File: src/rtl/mpf_pkg.sv
// mpf_pkg: shared constants and types of the matrix peak finder
// used by mpf_out, matrix_peak_finder_unit and the bench; no dependencies
package mpf_pkg;

	localparam int DATA_W    = 32;
	localparam int MAX_COLS  = 32;
	localparam int MAX_ROWS  = 32;
	localparam int COL_W     = $clog2(MAX_COLS);
	localparam int ROW_W     = $clog2(MAX_ROWS);
	localparam int CCNT_W    = $clog2(MAX_COLS + 1);
	localparam int RCNT_W    = $clog2(MAX_ROWS + 1);
	localparam int CFG_W     = 6;
	localparam int CFG_IDX_W = 1;
	localparam int MIN_COUNT = 2;

	// register indexes of the configuration port
	localparam logic [CFG_IDX_W-1:0] REG_ROW_COUNT = 1'b0;
	localparam logic [CFG_IDX_W-1:0] REG_COL_COUNT = 1'b1;

	// one column of the row store: row two above and row above the incoming one
	typedef struct packed {
		logic [DATA_W-1:0] upper;
		logic [DATA_W-1:0] middle;
	} entry_t;

	// requests from the decision stage to the result stage
	typedef struct packed {
		logic                mid_load;
		logic [ROW_W-1:0]    mid_row;
		logic [COL_W-1:0]    mid_col;
		logic                mid_last;
		logic                burst_load;
		logic [MAX_COLS-1:0] burst_flags;
		logic [ROW_W-1:0]    burst_row;
	} res_req_t;

	// status of the result stage seen by the decision stage
	typedef struct packed {
		logic slot_free;
		logic burst_busy;
	} res_stat_t;

endpackage

File: src/rtl/mpf_ram.sv
// mpf_ram: generic one-write one-read synchronous ram with registered read
// no dependencies
module mpf_ram #(
	parameter int WIDTH = 8,
	parameter int DEPTH = 16
) (
	input  logic                     clk,
	input  logic                     wr_en,
	input  logic [$clog2(DEPTH)-1:0] wr_addr,
	input  logic [WIDTH-1:0]         wr_data,
	input  logic                     rd_en,
	input  logic [$clog2(DEPTH)-1:0] rd_addr,
	output logic [WIDTH-1:0]         rd_data
);

	logic [WIDTH-1:0] mem [DEPTH];

	always_ff @(posedge clk) begin
		if (wr_en) begin
			mem[wr_addr] <= wr_data;
		end
		if (rd_en) begin
			rd_data <= mem[rd_addr];
		end
	end

endmodule

File: src/rtl/mpf_out.sv
// mpf_out: result register and last-row burst scanner of the peak finder
// depends on mpf_pkg
module mpf_out (
	input  logic                        clk,
	input  logic                        arst_n,
	input  mpf_pkg::res_req_t           req,
	output mpf_pkg::res_stat_t          stat,
	output logic                        out_valid,
	input  logic                        out_ready,
	output logic [mpf_pkg::ROW_W-1:0]   peak_row,
	output logic [mpf_pkg::COL_W-1:0]   peak_col,
	output logic                        last_of_run
);

	logic                         out_valid_q;
	logic [mpf_pkg::ROW_W-1:0]    out_row_q;
	logic [mpf_pkg::COL_W-1:0]    out_col_q;
	logic                         out_last_q;
	logic [mpf_pkg::MAX_COLS-1:0] burst_q;
	logic [mpf_pkg::COL_W-1:0]    bcol_q;
	logic [mpf_pkg::ROW_W-1:0]    brow_q;
	logic                         slot_free;
	logic                         burst_busy;
	logic                         burst_emit;
	logic                         burst_step;

	assign slot_free  = !out_valid_q || out_ready;
	assign burst_busy = |burst_q;
	// flag clear: skip the column, flag set: needs the output slot
	assign burst_emit = burst_busy && burst_q[0] && slot_free;
	assign burst_step = burst_busy && (!burst_q[0] || slot_free);

	assign stat.slot_free  = slot_free;
	assign stat.burst_busy = burst_busy;

	always_ff @(posedge clk or negedge arst_n) begin
		if (!arst_n) begin
			out_valid_q <= 1'b0;
		end else if (req.mid_load || burst_emit) begin
			out_valid_q <= 1'b1;
		end else if (out_ready) begin
			out_valid_q <= 1'b0;
		end
	end

	always_ff @(posedge clk) begin
		if (req.mid_load) begin
			out_row_q  <= req.mid_row;
			out_col_q  <= req.mid_col;
			out_last_q <= req.mid_last;
		end else if (burst_emit) begin
			out_row_q  <= brow_q;
			out_col_q  <= bcol_q;
			out_last_q <= (burst_q[mpf_pkg::MAX_COLS-1:1] == '0);
		end
	end

	always_ff @(posedge clk or negedge arst_n) begin
		if (!arst_n) begin
			burst_q <= '0;
		end else if (req.burst_load) begin
			burst_q <= req.burst_flags;
		end else if (burst_step) begin
			burst_q <= burst_q >> 1;
		end
	end

	always_ff @(posedge clk) begin
		if (req.burst_load) begin
			bcol_q <= '0;
			brow_q <= req.burst_row;
		end else if (burst_step) begin
			bcol_q <= bcol_q + 1'b1;
		end
	end

	assign out_valid   = out_valid_q;
	assign peak_row    = out_row_q;
	assign peak_col    = out_col_q;
	assign last_of_run = out_last_q;

	a_no_load_in_burst: assert property (@(posedge clk) disable iff (!arst_n)
		(req.mid_load || req.burst_load) |-> !burst_busy)
		else $error("result load while last-row burst is running");

	a_burst_emits: assert property (@(posedge clk) disable iff (!arst_n)
		burst_emit |=> out_valid_q && out_row_q == $past(brow_q) && out_col_q == $past(bcol_q))
		else $error("burst flag did not reach the result register");

	a_out_held: assert property (@(posedge clk) disable iff (!arst_n)
		(out_valid_q && !out_ready) |=> out_valid_q && $stable(out_row_q) && $stable(out_col_q))
		else $error("held result changed before its transfer");

endmodule

File: src/rtl/matrix_peak_finder_unit.sv
// matrix_peak_finder_unit: top level of the streaming four-neighbour peak finder
// depends on mpf_pkg, mpf_ram and mpf_out
//
// usage
//   cell_value transfers in on in_valid/in_ready, row-major, row_count x col_count
//   cells per matrix. a cell is a peak when it is >= each existing up, down, left
//   and right neighbour. each peak leaves as one transfer on out_valid/out_ready
//   carrying peak_row/peak_col; last_of_run marks the final result of an input.
//   a cell of an upper row is decided when the cell below it arrives; last-row
//   peaks go out as a burst after the final cell of the matrix.
//   the output register takes a result as the decision stage passes the cell that
//   decides it. throughput: one cell per cycle without stalls, set by the single
//   read port of the row store (reads run one column ahead of the incoming cell).
//   after the final cell one more cell is taken into the decision stage, then the
//   input is held off while the burst scanner walks the last-row flags, one column
//   per cycle while the output slot is free, up to the highest flagged column.
//   a stalled receiver holds the output register; cells that decide no peak keep
//   flowing, a cell that decides one waits with in_ready low until the result moves.
//   reset: counts at 32 x 32, position at row 0 column 0, no results pending; the
//   row store needs no clearing pass. a configuration write (only when idle)
//   clamps the count to 2..32 and restarts the matrix at row 0 column 0.
module matrix_peak_finder_unit (
	input  logic                                 clk,
	input  logic                                 arst_n,
	input  logic                                 cfg_wr_en,
	input  logic [mpf_pkg::CFG_IDX_W-1:0]        cfg_addr,
	input  logic [mpf_pkg::CFG_W-1:0]            cfg_wr_data,
	input  logic                                 in_valid,
	output logic                                 in_ready,
	input  logic signed [mpf_pkg::DATA_W-1:0]    cell_value,
	output logic                                 out_valid,
	input  logic                                 out_ready,
	output logic [mpf_pkg::ROW_W-1:0]            peak_row,
	output logic [mpf_pkg::COL_W-1:0]            peak_col,
	output logic                                 last_of_run
);

	// configuration and position of the next cell
	logic [mpf_pkg::RCNT_W-1:0]   row_cnt_q;
	logic [mpf_pkg::CCNT_W-1:0]   col_cnt_q;
	logic [mpf_pkg::RCNT_W-1:0]   row_cfg;
	logic [mpf_pkg::CCNT_W-1:0]   col_cfg;
	logic [mpf_pkg::ROW_W-1:0]    pos_row_q;
	logic [mpf_pkg::COL_W-1:0]    pos_col_q;
	logic                         lrow_now;
	logic                         lcol_now;

	// decision stage
	logic                         in_accept;
	logic                         s1_valid_q;
	logic                         s1_go;
	logic [mpf_pkg::DATA_W-1:0]   val_s1;
	logic [mpf_pkg::ROW_W-1:0]    row_s1;
	logic [mpf_pkg::COL_W-1:0]    col_s1;
	logic                         lrow_s1;
	logic                         lcol_s1;

	// row store access
	logic [mpf_pkg::COL_W-1:0]    rd_addr;
	mpf_pkg::entry_t              ram_rdata;
	mpf_pkg::entry_t              wr_data;
	mpf_pkg::entry_t              nxt;
	mpf_pkg::entry_t              cur_q;
	logic                         byp_q;
	mpf_pkg::entry_t              byp_data_q;

	// neighbour values and flags
	logic [mpf_pkg::DATA_W-1:0]   mleft_q;
	logic [mpf_pkg::DATA_W-1:0]   cleft_q;
	logic [mpf_pkg::MAX_COLS-1:0] flags_q;
	logic [mpf_pkg::MAX_COLS-1:0] flags_n;
	logic signed [mpf_pkg::DATA_W-1:0] v_sv, x_sv, up_sv, nx_sv, ml_sv, cl_sv;
	logic                         pk;
	logic                         final_s1;

	mpf_pkg::res_req_t            req;
	mpf_pkg::res_stat_t           stat;

	// clamp of written counts to 2..max
	always_comb begin
		if (cfg_wr_data < mpf_pkg::CFG_W'(mpf_pkg::MIN_COUNT)) begin
			row_cfg = mpf_pkg::RCNT_W'(mpf_pkg::MIN_COUNT);
			col_cfg = mpf_pkg::CCNT_W'(mpf_pkg::MIN_COUNT);
		end else begin
			if (cfg_wr_data > mpf_pkg::CFG_W'(mpf_pkg::MAX_ROWS)) begin
				row_cfg = mpf_pkg::RCNT_W'(mpf_pkg::MAX_ROWS);
			end else begin
				row_cfg = mpf_pkg::RCNT_W'(cfg_wr_data);
			end
			if (cfg_wr_data > mpf_pkg::CFG_W'(mpf_pkg::MAX_COLS)) begin
				col_cfg = mpf_pkg::CCNT_W'(mpf_pkg::MAX_COLS);
			end else begin
				col_cfg = mpf_pkg::CCNT_W'(cfg_wr_data);
			end
		end
	end

	assign lrow_now  = (mpf_pkg::RCNT_W'(pos_row_q) + 1'b1) == row_cnt_q;
	assign lcol_now  = (mpf_pkg::CCNT_W'(pos_col_q) + 1'b1) == col_cnt_q;
	assign in_ready  = !s1_valid_q || s1_go;
	assign in_accept = in_valid && in_ready;

	// config writes restart the matrix; otherwise the position follows each transfer
	always_ff @(posedge clk or negedge arst_n) begin
		if (!arst_n) begin
			row_cnt_q <= mpf_pkg::RCNT_W'(mpf_pkg::MAX_ROWS);
			col_cnt_q <= mpf_pkg::CCNT_W'(mpf_pkg::MAX_COLS);
			pos_row_q <= '0;
			pos_col_q <= '0;
		end else if (cfg_wr_en) begin
			unique case (cfg_addr)
				mpf_pkg::REG_ROW_COUNT: row_cnt_q <= row_cfg;
				mpf_pkg::REG_COL_COUNT: col_cnt_q <= col_cfg;
				default: ;
			endcase
			pos_row_q <= '0;
			pos_col_q <= '0;
		end else if (in_accept) begin
			if (lcol_now) begin
				pos_col_q <= '0;
				pos_row_q <= lrow_now ? '0 : pos_row_q + 1'b1;
			end else begin
				pos_col_q <= pos_col_q + 1'b1;
			end
		end
	end

	always_ff @(posedge clk or negedge arst_n) begin
		if (!arst_n) begin
			s1_valid_q <= 1'b0;
		end else if (in_accept) begin
			s1_valid_q <= 1'b1;
		end else if (s1_go) begin
			s1_valid_q <= 1'b0;
		end
	end

	always_ff @(posedge clk) begin
		if (in_accept) begin
			val_s1  <= cell_value;
			row_s1  <= pos_row_q;
			col_s1  <= pos_col_q;
			lrow_s1 <= lrow_now;
			lcol_s1 <= lcol_now;
		end
	end

	// the read runs one column ahead; at the row end it fetches column 0 for the next row
	assign rd_addr = lcol_now ? '0 : pos_col_q + 1'b1;

	mpf_ram #(
		.WIDTH ($bits(mpf_pkg::entry_t)),
		.DEPTH (mpf_pkg::MAX_COLS)
	) u_row_store (
		.clk     (clk),
		.wr_en   (s1_go),
		.wr_addr (col_s1),
		.wr_data (wr_data),
		.rd_en   (in_accept),
		.rd_addr (rd_addr),
		.rd_data (ram_rdata)
	);

	// same-edge write to the column being fetched: forward the written entry
	always_ff @(posedge clk or negedge arst_n) begin
		if (!arst_n) begin
			byp_q <= 1'b0;
		end else if (in_accept) begin
			byp_q <= s1_go && (col_s1 == rd_addr);
		end
	end

	always_ff @(posedge clk) begin
		if (in_accept) begin
			byp_data_q <= wr_data;
		end
	end

	assign nxt = byp_q ? byp_data_q : ram_rdata;

	// column c of the middle row moves to the upper row, the new cell takes its place
	assign wr_data.upper  = cur_q.middle;
	assign wr_data.middle = val_s1;

	assign v_sv  = $signed(val_s1);
	assign x_sv  = $signed(cur_q.middle);
	assign up_sv = $signed(cur_q.upper);
	assign nx_sv = $signed(nxt.middle);
	assign ml_sv = $signed(mleft_q);
	assign cl_sv = $signed(cleft_q);

	// decide the middle-row cell above the incoming one
	always_comb begin
		pk = (row_s1 != '0) && (v_sv <= x_sv);
		if (row_s1 > mpf_pkg::ROW_W'(1) && up_sv > x_sv) begin
			pk = 1'b0;
		end
		if (col_s1 != '0 && ml_sv > x_sv) begin
			pk = 1'b0;
		end
		if (!lcol_s1 && nx_sv > x_sv) begin
			pk = 1'b0;
		end
	end

	// last-row candidates: left neighbour is settled once the current cell is seen
	always_comb begin
		flags_n = flags_q;
		if (lrow_s1) begin
			if (col_s1 != '0 && cl_sv < v_sv) begin
				flags_n[col_s1 - 1'b1] = 1'b0;
			end
			flags_n[col_s1] = (v_sv >= x_sv) && !(col_s1 != '0 && v_sv < cl_sv);
		end
	end

	assign final_s1 = lrow_s1 && lcol_s1;
	assign s1_go    = s1_valid_q && !stat.burst_busy && (!pk || stat.slot_free);

	always_ff @(posedge clk) begin
		if (s1_go) begin
			cur_q   <= nxt;
			mleft_q <= cur_q.middle;
			cleft_q <= val_s1;
		end
	end

	always_ff @(posedge clk or negedge arst_n) begin
		if (!arst_n) begin
			flags_q <= '0;
		end else if (cfg_wr_en) begin
			flags_q <= '0;
		end else if (s1_go) begin
			flags_q <= final_s1 ? '0 : flags_n;
		end
	end

	assign req.mid_load    = s1_go && pk;
	assign req.mid_row     = row_s1 - 1'b1;
	assign req.mid_col     = col_s1;
	assign req.mid_last    = !final_s1 || (flags_n == '0);
	assign req.burst_load  = s1_go && final_s1;
	assign req.burst_flags = flags_n;
	assign req.burst_row   = row_s1;

	mpf_out u_out (
		.clk         (clk),
		.arst_n      (arst_n),
		.req         (req),
		.stat        (stat),
		.out_valid   (out_valid),
		.out_ready   (out_ready),
		.peak_row    (peak_row),
		.peak_col    (peak_col),
		.last_of_run (last_of_run)
	);

	a_col_in_range: assert property (@(posedge clk) disable iff (!arst_n)
		mpf_pkg::CCNT_W'(pos_col_q) < col_cnt_q)
		else $error("column position beyond col_count");

	a_row_in_range: assert property (@(posedge clk) disable iff (!arst_n)
		mpf_pkg::RCNT_W'(pos_row_q) < row_cnt_q)
		else $error("row position beyond row_count");

	a_stage_holds: assert property (@(posedge clk) disable iff (!arst_n)
		(s1_valid_q && !s1_go) |=> s1_valid_q && $stable(col_s1) && $stable(row_s1))
		else $error("decision stage lost a stalled cell");

endmodule

File: config.mk
export PLATFORM = sky130hd
export DESIGN_NAME = matrix_peak_finder_unit
export DESIGN_NICKNAME = d
export VERILOG_FILES = /design/src/rtl/mpf_pkg.sv /design/src/rtl/mpf_ram.sv /design/src/rtl/mpf_out.sv /design/src/rtl/matrix_peak_finder_unit.sv
export SDC_FILE = /design/constraint.sdc
export NUM_CORES = 2
export LEC_CHECK = 0
export BUFFER_PORTS_ARGS = -buffer_cell sky130_fd_sc_hd__buf_2
export CAP_MARGIN = 20
export CELL_PAD_IN_SITES_DETAIL_PLACEMENT = 0
export CELL_PAD_IN_SITES_GLOBAL_PLACEMENT = 1
export CORE_AREA = 2 2 482 484
export DETAILED_ROUTE_END_ITERATION = 8
export DIE_AREA = 0 0 484 486
export PLACE_DENSITY = 0.67
export SYNTH_ARGS = -nofsm -noshare
export SYNTH_HDL_FRONTEND = slang
export SYNTH_SLANG_ARGS = --single-unit
File: constraint.sdc
create_clock -name clk -period 9.2 [get_ports clk]
set_input_delay 1.84 -clock clk [delete_from_list [all_inputs] [get_ports clk]]
set_output_delay 1.84 -clock clk [all_outputs]
set_load 0.02 [all_outputs]
==> flow_summary_export.csv <==
group,metric,value,unit
outcome,status,"finished, final reports clean",
sta,slew_viol_final,0,
worst_setup_path,critPathRequiredTime,7.36,ns
yosys,ys_seq_area_share,74.46,%
yosys,synth.cell_area,98470,um2
clock_tree,clk_latency,0.89,ns
grt,grt_pass1_vias,55480,
cells_and_area,fin_cells,9502,
grt,met2_usage,34.93,%
placed_design,dp_cells,9037,
power,max-vdd-ir-drop,0.2095,mV
power,p_leak,35.93,nW
placed_design,gp_congestion,0.8774,
yosys,ys_seq_elements,2458,
hold_path,min-delay-path-class,"flip-flop to flip-flop",
clock_tree,clockBufferDepth,3,
drt,ant_nets,0,
yosys,synth_top_cell_by_area,"edfxtp_1",
floorplanning,coreArea,229500,um2
yosys,yosys_warnings,0,
sta,period_needed,7.634,ns
sta,hold_ws,0.4931,ns
cells_and_area,syn2layout_area_growth,12.84,%
job,drv_cap,0,
floorplanning,io_pins,57,
sta,fin_crit_sh,82.97,%
clock_tree,clk_pin_slew,0.06,ns
cells_and_area,nets,6484,
grt,top_usage_layer,"met1",
drt,drc,0,
yosys,synthArstFlopShare,3.621,%
worst_setup_path,path_max_fanout,35,
yosys,synthFlopType,"edfxtp_1",
placed_design,place_hpwl,155.4,mm
clock_tree,cts_setup_buffers,0,
sta,worstMarginPinSlew,1.214,ns
clock_tree,cts_buffers,241,
clock_tree,ctsResizeCount,0,
sta,finalSetupViolations,0,
clock_tree,htreeDepth,4,
grt,grt_use_total,23.20,%
power,cellPowerDensity,203.9,nW/um2
grt,grt_overflow,0,
yosys,synth-edff-count,2364,
floorplanning,die_w,484,um
sta,finClkSkew,0.04292,ns
drt,num_vias,57900,
worst_setup_path,start_kind,"flip-flop",
yosys,synth_cells,6208,
cells_and_area,postLayoutCoreUtil,48.42,%
clock_tree,cts_tree,"done",
sta,slew_headroom,19.04,%
placed_design,portBuffers,56,
sta,finalSetupTns,0,ns
drt,wire_per_inst,29.23,um
floorplanning,initial_core_util,42.91,%
drt,via_per_inst,6.094,
drt,first_pass_iters,8,
sta,fmax,0.1310,GHz
drt,drt-total-wl,277.7,mm
yosys,synth_area_leaders,"edfxtp_1, mux4_2, nand2_1",
grt,grt_max_degree,195,
floorplanning,dieArea,235200,um2
clock_tree,clock-sinks,2458,
grt,grtUsageMet1,35.05,%
floorplanning,die_h,486,um
yosys,syn_nets,6417,
cells_and_area,drive_above_1_share,13.75,%
worst_setup_path,setup.worst_path.end_class,"output pin",
grt,global_route.usage.met3,4.083,%
yosys,synth_top_area_share,72.09,%
grt,grt_first_pass_wirelength,400.4,mm
clock_tree,holdBufCountCts,0,
worst_setup_path,cp.arrival,5.79,ns
grt,antenna_found_initial,25,
drt,drt_iter0_markers,8145,
yosys,ys_types,80,
clock_tree,cts_root_buffer,"clkbuf_16",
worst_setup_path,path_class,"flip-flop to output pin",
floorplanning,fp-row-count,176,
sta,rsz0062_at_grt,"false",
sta,hold_violations,0,
yosys,syn_area_per_cell,15.86,um2
## synth_stat cells, types with 35 or more instances
cell type / n
a31oi_1: 257
nor2_1: 137
a21oi_1: 63
ha_1: 165
inv_1: 93
nand2_1: 609
and2_1: 258
dfrtp_1: 87
clkbuf_1: 371
edfxtp_1: 2364
o221ai_1: 260
o22ai_1: 274
o2bb2ai_1: 35
a21o_1: 39
nand3_1: 36
nand4_1: 37
o21ai_0: 308
mux4_2: 128
mux2_2: 132
a211oi_1: 259
## per-stage QoR
step | cell area (um2) | total power [mW] | setup WS, ns
after floorplan | 98470 | 12.91 | 0.7510
after global placement | 102700 | 13.13 | 2.094
after detailed placement | 102800 | 13.14 | 1.932
after CTS | 110600 | 22.79 | 1.186
after global routing | 111100 | 23.30 | 1.173
final | 111100 | 22.66 | 1.566
## final cells by class
class | instances | area (um2)
inverters | 95 | 361.6
well taps | 3026 | 3786
fillers | 19290 | 118400
repair buffers | 245 | 2442
diodes | 2 | 5.005
clock buffers | 297 | 6369
flip-flops and latches | 2458 | 73330
multi-input cells | 3234 | 23460
clock inverters | 145 | 1360
## worst max-delay path, stage by stage (launching register included)
cell and delay, ns:
edfxtp_1 0.98, inv_1 0.26, ha_1 0.51, nand3_1 0.15
nor3_1 0.35, nor3b_1 0.59, o21ai_0 0.31, a21oi_1 0.21
and3b_1 0.20, or4b_1 0.67, o21ai_4 0.25, nand2_1 0.21
buf_2 0.22
## registers in the layout (all words and copies together) (netlist names), 6 cells and up
signal               count
u_row_store.mem       2048
v_sv                    32
x_sv                    32
ml_sv                   32
flags_q                 32
up_sv                   32
byp_data_q              64
row_cnt_q                6
col_cnt_q                6
u_out.burst_q           32
u_row_store.rd_data     64
cl_sv                   32
## power by group
part,internal [mW],switching [mW],leakage (nW)
Sequential,12.2,0.0814,22.4
Clock,5.53,4.22,3.75
Combinational,0.233,0.408,9.79
Total,17.9,4.71,35.9
## per-layer routing
layer  vias up  wire length [um]
met4         2              5733
met5         -                12
li1      25000                 -
met2      2503            125300
met1     30040            123000
met3       357             23760
## cells by family after synthesis
| group | Yosys count | synth area share [%] |
|---|---|---|
| buffers and inverters | 516 | 2.009 |
| AO/OA/AOI/OAI | 1598 | 11.10 |
| adder cells (fa/ha/maj) | 165 | 2.097 |
| multiplexers | 266 | 4.498 |
| flip-flops | 2458 | 74.46 |
| XOR/XNOR | 29 | 0.2579 |
| AND/OR/NAND/NOR | 1176 | 5.583 |
## worst paths after layout
kind                                         start                                end  slack (ns)  cells past startpoint
min reg2reg                flags_q[26]$_DFFE_PN0P_            flags_q[26]$_DFFE_PN0P_        0.49                      1
max reg2reg                     x_sv[30]$_DFFE_PP_  u_row_store.mem[16][22]$_DFFE_PP_        2.30                     14
min in group asynchronous                   arst_n       u_out.burst_q[0]$_DFFE_PN0P_        0.85                      1
max in group asynchronous                   arst_n                  byp_q$_DFFE_PN0P_        6.95                      2
min                        flags_q[26]$_DFFE_PN0P_            flags_q[26]$_DFFE_PN0P_        0.49                      1
max                             x_sv[31]$_DFFE_PP_                           in_ready        1.57                     12
## placed cells by master (no fill, tap or decap), drive strengths merged, types with 5 or more instances in the layout
cell type	netlist	routed
nor2b	14	14
o221ai	260	260
ha	165	165
o21ai	310	310
o211a	5	5
a21oi	63	63
xor2	17	17
edfxtp	2364	2364
nor4	16	16
xnor2	12	12
a221oi	7	7
a31oi	257	257
a2111oi	5	5
o2111ai	10	10
a22o	21	21
dfxtp	5	5
nor2	137	137
buf	50	245
o22ai	274	274
nor3	20	20
mux4	128	128
clkinvlp	0	8
clkbuf	371	297
a211oi	261	261
a2bb2oi	5	5
mux2	132	132
clkinv	1	110
mux2i	6	6
dfrtp	87	87
and2	259	259
and3	6	6
a21o	39	39
o2bb2ai	35	35
bufinv	0	23
nand3	36	36
nand2	609	609
o211ai	18	18
nand4	37	37
nand2b	13	13
inv	94	99
No activity file was read; power rests on OpenSTA's default activity.
